### src/rtl/bsl_pkg.sv
// Shared types, constants and tables for the bounded sigmoid / logit unit.
package bsl_pkg;

    localparam int FRAC_BITS = 16;
    localparam int VAL_W     = 32;
    localparam int A_W       = FRAC_BITS + 6;   // |y| after clamp to 50.0
    localparam int Z_W       = 39;              // log2(e) scaled |y|, 7 int + 32 frac
    localparam int K_W       = 7;

    localparam logic [1:0] KIND_LOGIT   = 2'd0;
    localparam logic [1:0] KIND_SIGMOID = 2'd1;
    localparam logic [1:0] KIND_DERIV   = 2'd2;
    localparam logic [1:0] KIND_UNUSED  = 2'd3;

    localparam int CFG_IDX_W = 1;
    localparam logic [CFG_IDX_W-1:0] CFG_RANGE_MIN = 1'd0;
    localparam logic [CFG_IDX_W-1:0] CFG_RANGE_MAX = 1'd1;

    localparam logic [31:0] LN2_Q32   = 32'd2977044472;
    localparam logic [32:0] LOG2E_Q32 = 33'd6196328019;

    localparam logic signed [VAL_W-1:0] LIM_POS = VAL_W'(50 << FRAC_BITS);
    localparam logic signed [VAL_W-1:0] LIM_NEG = -LIM_POS;
    localparam logic [VAL_W-1:0] RANGE_MAX_RST  = VAL_W'(1 << FRAC_BITS);
    localparam logic [63:0] LG_RND              = 64'd1 << (57 - FRAC_BITS);
    localparam int LG_SHIFT                     = 58 - FRAC_BITS;

    // pipeline stage map
    localparam int LOG_STEPS    = 32;
    localparam int TAY_TERMS    = 16;
    localparam int TAY_DEPTH    = 3;
    localparam int SDIV_STEPS   = 31;
    localparam int DDIV_STEPS   = 32;
    localparam int ST_PREP      = 1;
    localparam int ST_NORM      = 2;
    localparam int ST_G         = 3;
    localparam int ST_LOG_END   = ST_NORM + LOG_STEPS;
    localparam int ST_LG_DIFF   = ST_LOG_END + 1;
    localparam int ST_LG_MUL    = ST_LG_DIFF + 1;
    localparam int ST_LG_RES    = ST_LG_MUL + 1;
    localparam int ST_TAY_END   = ST_G + TAY_TERMS * TAY_DEPTH;
    localparam int ST_SDIV_INIT = ST_TAY_END + 1;
    localparam int ST_SDIV_END  = ST_SDIV_INIT + SDIV_STEPS;
    localparam int ST_S_ADJ     = ST_SDIV_END + 1;
    localparam int ST_S_MUL     = ST_S_ADJ + 1;
    localparam int ST_S_RES     = ST_S_MUL + 1;
    localparam int ST_DDIV_END  = ST_G + DDIV_STEPS;
    localparam int ST_DRV_RES   = ST_DDIV_END + 1;
    localparam int ST_LAST      = ST_S_RES;

    typedef struct packed {
        logic       valid;
        logic [1:0] kind;
        logic       lgt_err;
        logic       lgt_lo;
        logic       lgt_hi;
        logic       drv_err;
        logic       drv_neg;
        logic       sig_neg;
    } ctl_t;

    typedef struct packed {
        logic [31:0] m;
        logic [31:0] frac;
        logic [4:0]  ip;
    } lg_t;

    typedef struct packed {
        logic [32:0]        term;
        logic [31:0]        g;
        logic signed [33:0] sum;
        logic [K_W-1:0]     k;
        logic [31:0]        t;
        logic [31:0]        q0;
    } tay_t;

    typedef struct packed {
        logic [33:0] rem;
        logic [33:0] dvs;
        logic [31:0] low;
        logic [31:0] q;
    } dv_t;

    // floor(2^35 / n)
    function automatic logic [35:0] tay_recip(input logic [4:0] n);
        logic [35:0] r;
        case (n)
            5'd1:    r = 36'd34359738368;
            5'd2:    r = 36'd17179869184;
            5'd3:    r = 36'd11453246122;
            5'd4:    r = 36'd8589934592;
            5'd5:    r = 36'd6871947673;
            5'd6:    r = 36'd5726623061;
            5'd7:    r = 36'd4908534052;
            5'd8:    r = 36'd4294967296;
            5'd9:    r = 36'd3817748707;
            5'd10:   r = 36'd3435973836;
            5'd11:   r = 36'd3123612578;
            5'd12:   r = 36'd2863311530;
            5'd13:   r = 36'd2643056797;
            5'd14:   r = 36'd2454267026;
            5'd15:   r = 36'd2290649224;
            5'd16:   r = 36'd2147483648;
            default: r = 36'd0;
        endcase
        return r;
    endfunction

    function automatic logic [4:0] msb_pos(input logic [31:0] v);
        logic [4:0] p;
        p = '0;
        for (int i = 0; i < 32; i++) begin
            if (v[i]) p = 5'(i);
        end
        return p;
    endfunction

endpackage

### src/rtl/bsl_log_cell.sv
// One squaring step of the log2 fraction: yields one fraction bit per cycle while en is high.
module bsl_log_cell import bsl_pkg::*; (
    input  logic clk,
    input  logic en,
    input  lg_t  d_in,
    output lg_t  d_out
);

    logic [63:0] sq;
    logic [32:0] ms;
    lg_t         d_next;
    lg_t         d_reg;

    always_comb
    begin
        sq          = d_in.m * d_in.m;
        ms          = sq[63:31];
        d_next.ip   = d_in.ip;
        d_next.frac = {d_in.frac[30:0], ms[32]};
        d_next.m    = ms[32] ? ms[32:1] : ms[31:0];
    end

    always_ff @(posedge clk)
    begin
        if (en)
        begin
            d_reg <= d_next;
        end
    end

    assign d_out = d_reg;

endmodule

### config.mk
export PLATFORM = sky130hd
export DESIGN_NAME = bsl_log_cell
export DESIGN_NICKNAME = d
export VERILOG_FILES = /design/src/rtl/bsl_pkg.sv /design/src/rtl/bsl_log_cell.sv
export SDC_FILE = /design/constraint.sdc
export NUM_CORES = 2
export LEC_CHECK = 0
export ABC_AREA = 1
export BUFFER_PORTS_ARGS = -buffer_cell sky130_fd_sc_hd__buf_2
export CAP_MARGIN = 20
export CORE_ASPECT_RATIO = 1.2
export CORE_MARGIN = 5
export CORE_UTILIZATION = 65
export CTS_CLUSTER_SIZE = 8
export DETAILED_ROUTE_END_ITERATION = 7
export PLACE_DENSITY = 0.83
export SLEW_MARGIN = 10
export SYNTH_ARGS = -nofsm -noshare
export SYNTH_HDL_FRONTEND = slang
export SYNTH_SLANG_ARGS = --single-unit
### constraint.sdc
create_clock -name clk -period 11.9 [get_ports clk]
set_input_delay 2.38 -clock clk [delete_from_list [all_inputs] [get_ports clk]]
set_output_delay 2.38 -clock clk [all_outputs]
set_load 0.03 [all_outputs]
==> impl_metrics.yaml <==
run_status:
  status: "finished, final reports clean"
worst_hold_path:
  holdCritStartpoint: "d_in[9]"
  min_delay_worst_endpoint: "d_out[10]"
  hold_class: "primary input to register"
  holdPathStages: 1
global_routing:
  antenna_found_initial: 2
  grt_max_degree: 70
  overflow: 0
  grtUsageTotal_pct: 30.4
  grt_pass1_wl_mm: 138
  grt_pass1_vias: 28700
synthesis:
  syn_nets: 5398
  yosys.area.top_type_share_pct: 46.6
  synth_top_cell_by_area: "fa_1"
  synth.distinct_cells: 35
  ys_async_sr_fraction_pct: 0
  synth_most_common_cell: "inv_1"
  syn-cell-area_sq_um: 34000
  synthAdderAreaFrac_pct: 57.6
  synthSimpleGateAreaFrac_pct: 15.7
  synthMuxAreaShare_pct: 0
  netlist_instances: 4236
  synth_top_family_by_area: "adder cells"
  synth_edf_count: 69
  synth_compound_area_share_pct: 1.98
  ys_ff_latch: 69
  yosys-top-cells-count: "inv_1 (1445), nand2_1 (1115), fa_1 (791)"
  yosys_warnings: 0
  synthFlopType: "edfxtp_1"
  synth-xor-area-share_pct: 1.26
  avgSynthCellArea_sq_um: 8.03
  synthTopCellsByArea: "fa_1 (47%), inv_1 (16%), nand2_1 (12%), ha_1 (11%), edfxtp_1 (6.1%)"
  yosysSeqAreaShare_pct: 6.09
placed_design:
  dp_hpwl_mm: 70.3
  portBuffers: 138
  gp_congestion: 0.980
floorplan:
  core_area_sq_um: 51600
  die_x_um: 219
  die_area_sq_um: 57000
  die_y_um: 261
  ioPinCount: 140
  initial_core_util_pct: 65.9
  placementRows: 91
setup_path:
  crit_type: "primary input to register"
  cp.arrival_ps: 9690
  path_common_cell: "nand2_1"
  cpMaxStageDelayCell: "buf_2"
  critPathMaxFanout: 34
  end_kind: "register"
  crit_buf_inv: 7
  critical_path_required_ps: 11980
  critical_path.top_delay_family: "adder cells"
  cp_slowest_stage_delay_ps: 680
  start_kind: "primary input"
sta:
  rsz0062_at_grt: "false"
  max_freq_mhz: 104
  tightest_slew_ps: 1000
  layout_worst_path_cycle_share_pct: 80.8
  fin_crit_ps: 9610
  finalSetupTns_ps: 0
  hold_viol_final: 0
  slew_headroom_pct: 33.2
  maxSlewViolCount: 0
  setup_violations: 0
finish:
  drive_above_1_share_pct: 4.52
  largest_register_ffs: 69
  utilization_pct: 68.9
  num-nets-final: 5448
  nFillCells: 4047
  area_growth_syn_to_layout_pct: 4.52
clocking:
  cts_resized: 0
  cts_tree: "yes"
  cts_buffers: 9
  cts.reportedPaths.clkPinSlew_ps: 60
  cts_sinks: 69
  root_buffer: "clkbuf_16"
  htree_levels: 3
  ctsHoldBuffers: 0
  post_cts_buffers: 0
  cts_buffer_depth: 2
drt:
  drt_first_pass_iters: 5
  drt-total-wl_mm: 81.4
  viasPerCell: 5.13
  drtAntennaViolNets: 0
  remaining_drc_errors: 0
  drt_iter0_drc: 1384
  wire_per_inst_um: 16.3
  vias: 25600
job:
  drv_cap: 0
-- routing by layer --
layer,vias up,GRT usage (%),routed length (um),part of all wire [%]
li1,11900,-,-,-
met1,12600,35.6,29400,36
met2,806,57.0,44400,55
met3,258,2.83,3810,4.7
met4,0,12.8,3860,4.7
met5,-,0,0,0
-- cells in the final DEF, fill, tap and decap left out, drive strengths merged --
master,n
a21o,4
fa,791
bufinv,3
edfxtp,69
nand2,1126
xnor2,16
a31o,6
a21boi,2
nor3,9
o21ai,17
and2,5
nand4,18
nor2,113
and3,1
xor2,33
a31oi,2
nand3b,5
a21oi,60
or2,5
inv,1448
nand3,71
buf,148
ha,300
clkinv,3
o21a,1
o21bai,22
diode,2
nor4,4
clkbuf,9
-- worst max path at each step --
stage	startpoint	endpoint	slack, ps	cells past startpoint
floorplan	d_in[49]	d_out[38]	2860	30
finish	d_in[41]	d_out[49]	2290	29
global route	d_in[41]	d_out[62]	1970	27
detailed placement	d_in[41]	d_out[50]	2080	29
global placement	d_in[41]	d_out[50]	2180	29
CTS	d_in[41]	d_out[49]	2380	29
-- cells by family after synthesis --
family	after synthesis
flops	69
compound gates	114
fa+ha+maj	1091
simple gates	1357
buf+inv	1556
xor+xnor	49
-- final cells by class --
type | count | area (sq um) | area share (%)
Clock buffer | 9 | 225 | 0.634
Inverter | 1447 | 5430 | 15.3
Multi-Input combinational cell | 2611 | 26000 | 73.3
Tap cell | 697 | 872 | 2.45
Timing Repair Buffer | 148 | 766 | 2.15
Clock inverter | 7 | 121 | 0.342
Sequential cell | 69 | 2070 | 5.83
Antenna cell | 2 | 5.00 | 0.0141
-- stage by stage --
stage / instance area (sq um) / hold WS (ps) / cells / setup slack, ps
floorplan: 34000 / 2480 / 4236 / 2860
global placement: 35200 / 2560 / 4972 / 2180
detailed placement: 35200 / 2560 / 4972 / 2080
CTS: 35500 / 2210 / 4988 / 2380
global route: 35500 / 2210 / 4990 / 1970
finish: 35500 / 2220 / 4990 / 2290
Power is not shown: default switching activity piles up to over one toggle a cycle in this logic, so the estimate is an artifact.
