`src/rtl/bsl_pkg.sv`:
```
// Shared types, constants and tables for the bounded sigmoid / logit unit.
package bsl_pkg;

    localparam int FRAC_BITS = 16;
    localparam int VAL_W     = 32;
    localparam int A_W       = FRAC_BITS + 6;   // |y| after clamp to 50.0
    localparam int Z_W       = 39;              // log2(e) scaled |y|, 7 int + 32 frac
    localparam int K_W       = 7;

    localparam logic [1:0] KIND_LOGIT   = 2'd0;
    localparam logic [1:0] KIND_SIGMOID = 2'd1;
    localparam logic [1:0] KIND_DERIV   = 2'd2;
    localparam logic [1:0] KIND_UNUSED  = 2'd3;

    localparam int CFG_IDX_W = 1;
    localparam logic [CFG_IDX_W-1:0] CFG_RANGE_MIN = 1'd0;
    localparam logic [CFG_IDX_W-1:0] CFG_RANGE_MAX = 1'd1;

    localparam logic [31:0] LN2_Q32   = 32'd2977044472;
    localparam logic [32:0] LOG2E_Q32 = 33'd6196328019;

    localparam logic signed [VAL_W-1:0] LIM_POS = VAL_W'(50 << FRAC_BITS);
    localparam logic signed [VAL_W-1:0] LIM_NEG = -LIM_POS;
    localparam logic [VAL_W-1:0] RANGE_MAX_RST  = VAL_W'(1 << FRAC_BITS);
    localparam logic [63:0] LG_RND              = 64'd1 << (57 - FRAC_BITS);
    localparam int LG_SHIFT                     = 58 - FRAC_BITS;

    // pipeline stage map
    localparam int LOG_STEPS    = 32;
    localparam int TAY_TERMS    = 16;
    localparam int TAY_DEPTH    = 3;
    localparam int SDIV_STEPS   = 31;
    localparam int DDIV_STEPS   = 32;
    localparam int ST_PREP      = 1;
    localparam int ST_NORM      = 2;
    localparam int ST_G         = 3;
    localparam int ST_LOG_END   = ST_NORM + LOG_STEPS;
    localparam int ST_LG_DIFF   = ST_LOG_END + 1;
    localparam int ST_LG_MUL    = ST_LG_DIFF + 1;
    localparam int ST_LG_RES    = ST_LG_MUL + 1;
    localparam int ST_TAY_END   = ST_G + TAY_TERMS * TAY_DEPTH;
    localparam int ST_SDIV_INIT = ST_TAY_END + 1;
    localparam int ST_SDIV_END  = ST_SDIV_INIT + SDIV_STEPS;
    localparam int ST_S_ADJ     = ST_SDIV_END + 1;
    localparam int ST_S_MUL     = ST_S_ADJ + 1;
    localparam int ST_S_RES     = ST_S_MUL + 1;
    localparam int ST_DDIV_END  = ST_G + DDIV_STEPS;
    localparam int ST_DRV_RES   = ST_DDIV_END + 1;
    localparam int ST_LAST      = ST_S_RES;

    typedef struct packed {
        logic       valid;
        logic [1:0] kind;
        logic       lgt_err;
        logic       lgt_lo;
        logic       lgt_hi;
        logic       drv_err;
        logic       drv_neg;
        logic       sig_neg;
    } ctl_t;

    typedef struct packed {
        logic [31:0] m;
        logic [31:0] frac;
        logic [4:0]  ip;
    } lg_t;

    typedef struct packed {
        logic [32:0]        term;
        logic [31:0]        g;
        logic signed [33:0] sum;
        logic [K_W-1:0]     k;
        logic [31:0]        t;
        logic [31:0]        q0;
    } tay_t;

    typedef struct packed {
        logic [33:0] rem;
        logic [33:0] dvs;
        logic [31:0] low;
        logic [31:0] q;
    } dv_t;

    // floor(2^35 / n)
    function automatic logic [35:0] tay_recip(input logic [4:0] n);
        logic [35:0] r;
        case (n)
            5'd1:    r = 36'd34359738368;
            5'd2:    r = 36'd17179869184;
            5'd3:    r = 36'd11453246122;
            5'd4:    r = 36'd8589934592;
            5'd5:    r = 36'd6871947673;
            5'd6:    r = 36'd5726623061;
            5'd7:    r = 36'd4908534052;
            5'd8:    r = 36'd4294967296;
            5'd9:    r = 36'd3817748707;
            5'd10:   r = 36'd3435973836;
            5'd11:   r = 36'd3123612578;
            5'd12:   r = 36'd2863311530;
            5'd13:   r = 36'd2643056797;
            5'd14:   r = 36'd2454267026;
            5'd15:   r = 36'd2290649224;
            5'd16:   r = 36'd2147483648;
            default: r = 36'd0;
        endcase
        return r;
    endfunction

    function automatic logic [4:0] msb_pos(input logic [31:0] v);
        logic [4:0] p;
        p = '0;
        for (int i = 0; i < 32; i++) begin
            if (v[i]) p = 5'(i);
        end
        return p;
    endfunction

endpackage

```
`src/rtl/bsl_div_cell.sv`:
```
// One restoring long-division step: one quotient bit per cycle while en is high.
module bsl_div_cell import bsl_pkg::*; (
    input  logic clk,
    input  logic en,
    input  dv_t  d_in,
    output dv_t  d_out
);

    logic [34:0] rem2;
    logic [34:0] diff;
    logic        ge;
    dv_t         d_next;
    dv_t         d_reg;

    always_comb
    begin
        rem2         = {d_in.rem, d_in.low[31]};
        diff         = rem2 - {1'b0, d_in.dvs};
        ge           = rem2 >= {1'b0, d_in.dvs};
        d_next.dvs   = d_in.dvs;
        d_next.rem   = ge ? diff[33:0] : rem2[33:0];
        d_next.low   = {d_in.low[30:0], 1'b0};
        d_next.q     = {d_in.q[30:0], ge};
    end

    always_ff @(posedge clk)
    begin
        if (en)
        begin
            d_reg <= d_next;
        end
    end

    assign d_out = d_reg;

endmodule

```
`config.mk`:
```
export PLATFORM = sky130hd
export DESIGN_NAME = bsl_div_cell
export DESIGN_NICKNAME = d
export VERILOG_FILES = /design/src/rtl/bsl_pkg.sv /design/src/rtl/bsl_div_cell.sv
export SDC_FILE = /design/constraint.sdc
export NUM_CORES = 1
export LEC_CHECK = 0
export BUFFER_PORTS_ARGS = -buffer_cell sky130_fd_sc_hd__buf_2
export CORE_MARGIN = 2
export CORE_UTILIZATION = 44
export CTS_CLUSTER_DIAMETER = 50
export CTS_CLUSTER_SIZE = 10
export DETAILED_ROUTE_END_ITERATION = 8
export PLACE_DENSITY = 0.81
export SLEW_MARGIN = 40
export SYNTH_ARGS = -nofsm -noshare
export SYNTH_HDL_FRONTEND = slang
export SYNTH_SLANG_ARGS = --single-unit
```
`constraint.sdc`:
```
create_clock -name clk -period 2.9 [get_ports clk]
set_input_delay 0.145 -clock clk [delete_from_list [all_inputs] [get_ports clk]]
set_output_delay 0.145 -clock clk [all_outputs]
set_load 0.01 [all_outputs]
```
==> metrics.md, run 1 <==
| Metric | Value |
|---|---|
| Status | `complete, no violations` |
| Post-Syn Instances | `512` |
| Initial DRC count | `398` |
| Hold Violations, Final | `0` |
| TritonCTS Buffers | `17` |
| Worst Hold Class | `primary input to flip-flop` |
| Reg clk slew, reported paths | `0.06 ns` |
| HPWL Detailed | `13,300 um` |
| Yosys top cell area share | `0.623` |
| Setup TNS | `0 ns` |
| F_max | `0.352 GHz` |
| Synthesized Nets | `681` |
| Total power per unit cell area | `604 nW/um2` |
| Synth Warn # | `0` |
| Via/cell ratio | `5.16` |
| WL final | `20,800 um` |
| Gr usage total | `0.260` |
| Initial antenna violation count | `4` |
| Slew Viols, Final | `0` |
| Die area | `15,300 um2` |
| Max Cap Violations | `0` |
| DR pass1 iterations | `4` |
| Die Span Y | `124 um` |
| Vias | `5,604` |
| Syn Area/Cell | `12.3 um2` |
| Cell taking the most area after synthesis | `edfxtp_1` |
| Total number of H-tree levels | `4` |
| Vias in the first global route | `5,590` |
| CTS Root Buffer Type | `clkbuf_16` |
| DRC | `0` |
| CTS tree | `yes` |
| Top cells by count, synth | `edfxtp_1, nand2_1, o21ai_0, inv_1, ha_1` |
| Final Setup Violations | `0` |
| IO buf count | `263` |
| First-pass GRT wire length | `29,300 um` |
| Post-route cell area | `9700 um2` |
| Leakage | `4.21 nW` |
| Worst hold path depth | `3` |
| Hold Crit Start | `d_in[119]` |
| Largest register FFs | `131` |
| Worst slack at placement | `-0.0259 ns` |
| Share of layout cells above drive strength 1 | `0.386` |
| Post-synth cell types | `57` |
| Post-route minimum period | `2.84 ns` |
| Clock Sinks | `131` |
| Ys async rst share | `0` |
| P&R area growth vs syn | `53.6%` |
| Final ANT Viol Nets | `0` |
| Core Rows | `43` |
| Mapped Area | `6320 um2` |
| Crit path kind | `primary input to flip-flop` |
| Predominant post-synthesis flop cell | `edfxtp_1` |
| Top-count cell post-synth | `edfxtp_1` |
| Worst hold margin | `0.0119 ns` |
| Startpoint Class | `primary input` |
| WHS Endpoint | `d_out[120]` |
| Largest net degree at the start of global routing | `52` |
| Initial Utilization | `0.453` |
| Worst Setup Slack, final | `0.0593 ns` |
| Peak VDD IR | `354 uV` |
| Crit path from | `d_in[67]` |
| Nets | `1,059` |
| Critical Path AT | `3.00 ns` |
| Number of synthesized flops with an enable pin | `131` |
| Die width | `124 um` |
| Remaining global-route overflow | `0` |
| Drt wl/cell | `19.2 um` |
| Num ports | `266` |
| CP Data Required Time | `3.06 ns` |
| Core ar. | `13,900 um2` |
| Clock buffer depth | `2` |
| Synth top area cells | `edfxtp_1, ha_1, o21ai_0` |
| Register area share after synthesis | `0.623` |
| Final Util | `0.696` |
| Flops & latches, synth | `131` |
| Crit end category | `flip-flop` |
| Final period utilization | `0.980` |
| Placed instance area | `7890 um2` |
| Placer Congestion | `0.862` |
| CP max FO | `7` |
[cell families after synthesis]
family,count (synthesis),share of synthesized area
buf+inv,64,0.0448
flops,131,0.623
simple gates,117,0.0844
fa+ha+maj,35,0.0705
other cells,1,0.000594
compound gates,131,0.130
mux,4,0.00713
xor+xnor,29,0.0402
[worst max-delay path by stage]
stage	end	slack, ns	depth (start not counted)
after floorplan	d_out[130]	0.28	12
after global placement	d_out[130]	0.03	13
after detailed placement	d_out[130]	-0.03	13
after CTS	d_out[118]	0.03	13
after global routing	d_out[124]	-0.02	12
final	d_out[105]	0.06	11
[layer usage]
metal | wire length (um) | global-route usage
met4 | 806 | 0.131
met5 | 23 | 0
met1 | 7780 | 0.283
met2 | 10500 | 0.453
met3 | 1740 | 0.0833
[what timing repair did]
item	4_1_cts	5_1_grt
hold buffers	96	0
resized for setup	0	30
setup endpoints to repair	0	26
setup buffers	0	6
hold endpoints to repair	96	0
[critical path: stages]
cell           delay (ns)
dlygate4sd3_1        0.59
inv_1                0.07
ha_2                 0.19
a21o_1               0.18
or3_4                0.39
o211ai_4             0.25
o21ai_2              0.12
a32o_2               0.31
a21boi_4             0.25
buf_12               0.17
mux2_2               0.33
[cell type report]
class	count	area (um2)
antenna	2	5.00
clock buffer	17	425
clock inverter	15	208
fill	981	4230
inverter	42	158
multi-input combinational	317	2230
sequential	131	3930
tap	180	225
timing repair buffer	381	2520
[placed cells by master, fill, tap and decap left out, drive strengths merged, types with 13 or more instances in the layout]
master / Yosys / final
a21oi: 34 / 34
ha: 34 / 34
clkbuf: 12 / 19
nor2: 22 / 22
xor2: 13 / 13
o21ai: 48 / 48
inv: 42 / 44
buf: 10 / 283
xnor2: 16 / 16
dlygate4sd3: 0 / 95
edfxtp: 131 / 131
nand2: 52 / 52
[per-stage QoR]
step / power [mW] / cells
CTS: 5.79 / 1077
detailed placement: 3.40 / 949
finish: 5.87 / 1085
floorplan: 2.94 / 512
global route: 6.10 / 1085
global placement: 3.37 / 949
[report_power, final]
| part | internal [mW] | switching (mW) | total [mW] | leakage [nW] |
|---|---|---|---|---|
| Sequential | 2.32 | 0.0549 | 2.37 | 1.28 |
| Clock | 1.45 | 0.857 | 2.30 | 0.297 |
| Combinational | 0.544 | 0.647 | 1.19 | 2.64 |
| Total | 4.31 | 1.56 | 5.87 | 4.21 |
(Power assumes the default switching activity.)
==> inputs of run 2 (changes only) <==
Settings changed: RECOVER_POWER set to 100.
==> metrics.md, run 2 (synthesized netlist as in run 1, its figures left out) <==
| Metric | Value |
|---|---|
| Slowest stage cell, crit path | `dlygate4sd3_1` |
| Total number of H-tree levels | `4` |
| Via/cell ratio | `5.16` |
| CP max stage delay | `0.59 ns` |
| CP max FO | `7` |
| Startpoint Class | `primary input` |
| CTS Root Buffer Type | `clkbuf_16` |
| Gr usage total | `0.260` |
| Clock buffer depth | `2` |
| Failing checks | `max-capacitance violations, max-slew violations` |
| Most frequent cells in the layout | `buf_2, edfxtp_1, dlygate4sd3_1` |
| Die Span Y | `124 um` |
| Total power per unit cell area | `606 nW/um2` |
| CTS tree | `yes` |
| Vias | `5,600` |
| Crit path kind | `primary input to flip-flop` |
| Remaining global-route overflow | `0` |
| Leakage | `4.14 nW` |
| Final ANT Viol Nets | `0` |
| Initial antenna violation count | `4` |
| Filler Cell Count | `998` |
| First-pass GRT wire length | `29,300 um` |
| CP Buf/Inv Count | `3` |
| Critical Path AT | `3.00 ns` |
| Max Cap Violations | `1` |
| DRC | `0` |
| HPWL Detailed | `13,300 um` |
| Die width | `124 um` |
| Slew HR | `-0.573` |
| Initial DRC count | `388` |
| Reg clk slew, reported paths | `0.06 ns` |
| CP Data Required Time | `3.06 ns` |
| Vias in the first global route | `5,590` |
| Slew Viols, Final | `51` |
| Worst Hold Class | `primary input to flip-flop` |
| Core ar. | `13,900 um2` |
| Peak VDD IR | `359 uV` |
| Largest register FFs | `131` |
| Largest net degree at the start of global routing | `52` |
| Status | `finished with violations` |
| Worst slew pin tran | `2.36 ns` |
| TritonCTS Buffers | `17` |
| Hold Violations, Final | `0` |
| Commonest non-fill, non-tap cell in the layout | `buf_2` |
| Final period utilization | `0.978` |
| Worst-path cell chain | `dlygate4sd3_1 > inv_1 > ha_2 > a21o_1 > or3_4 > o211ai_4 > o21ai_2 > a32o_2 > a21boi_4 > buf_12 > mux2_2` |
| Nets | `1,059` |
| F_max | `0.353 GHz` |
| Share of layout cells above drive strength 1 | `0.359` |
| Worst hold margin | `0.0117 ns` |
| Post-route minimum period | `2.84 ns` |
| WL final | `20,800 um` |
| Placer Congestion | `0.862` |
| Die area | `15,300 um2` |
| Clock Sinks | `131` |
| Crit-path leading delay family | `compound AO/OA/AOI/OAI gates` |
| Final Util | `0.694` |
| Core Rows | `43` |
| DR pass1 iterations | `5` |
| Final Setup Violations | `0` |
| Drt wl/cell | `19.1 um` |
| Crit end category | `flip-flop` |
| P&R area growth vs syn | `53.1%` |
| Initial Utilization | `0.453` |
| IO buf count | `263` |
| Num ports | `266` |
[run 2: area by class of cell]
type | instances | area [um2] | share of cell area
well taps | 180 | 225 | 0.0233
diodes | 2 | 5.00 | 0.000518
multi-input cells | 317 | 2230 | 0.231
clock buffers | 17 | 425 | 0.0440
inverters | 42 | 158 | 0.0163
clock inverters | 15 | 208 | 0.0215
flip-flops and latches | 131 | 3930 | 0.407
repair buffers | 381 | 2480 | 0.257
[run 2: worst paths after layout]
path	start	to	cells past startpoint
worst max-delay path	d_in[67]	d_out[105]	11
worst min-delay path	d_in[119]	d_out[120]	3
[run 2: metal layers]
metal | share of wire | up-vias | GRT usage
met4 | 0.041 | 4 | 0.131
met3 | 0.082 | 60 | 0.0833
met2 | 0.50 | 266 | 0.453
met5 | 0.0011 | - | 0
met1 | 0.37 | 2628 | 0.283
li1 | - | 2642 | -
[run 2: repair_timing]
item,in CTS,in global routing
hold buffers,96,0
setup endpoints to repair,0,26
resized for setup,0,30
buffers inserted,0,6
hold endpoints to repair,96,0
[run 2: power breakdown]
group          switching [mW]  internal (mW)  leakage (nW)
sequential             0.0549           2.32          1.28
combinational           0.647          0.539          2.56
clock                   0.854           1.45         0.297
[run 2: metrics by stage]
step	setup WS (ns)	setup TNS [ns]	cells	instance area, um2	total power [mW]
final	0.0633	0	1085	9670	5.86
after global routing	-0.0306	-0.0666	1085	9670	6.10
after CTS	0.0261	0	1077	9490	5.79
after detailed placement	-0.0259	-0.0259	949	7890	3.40
after global placement	0.0259	0	949	7890	3.37
after floorplan	0.276	0	512	6320	2.94
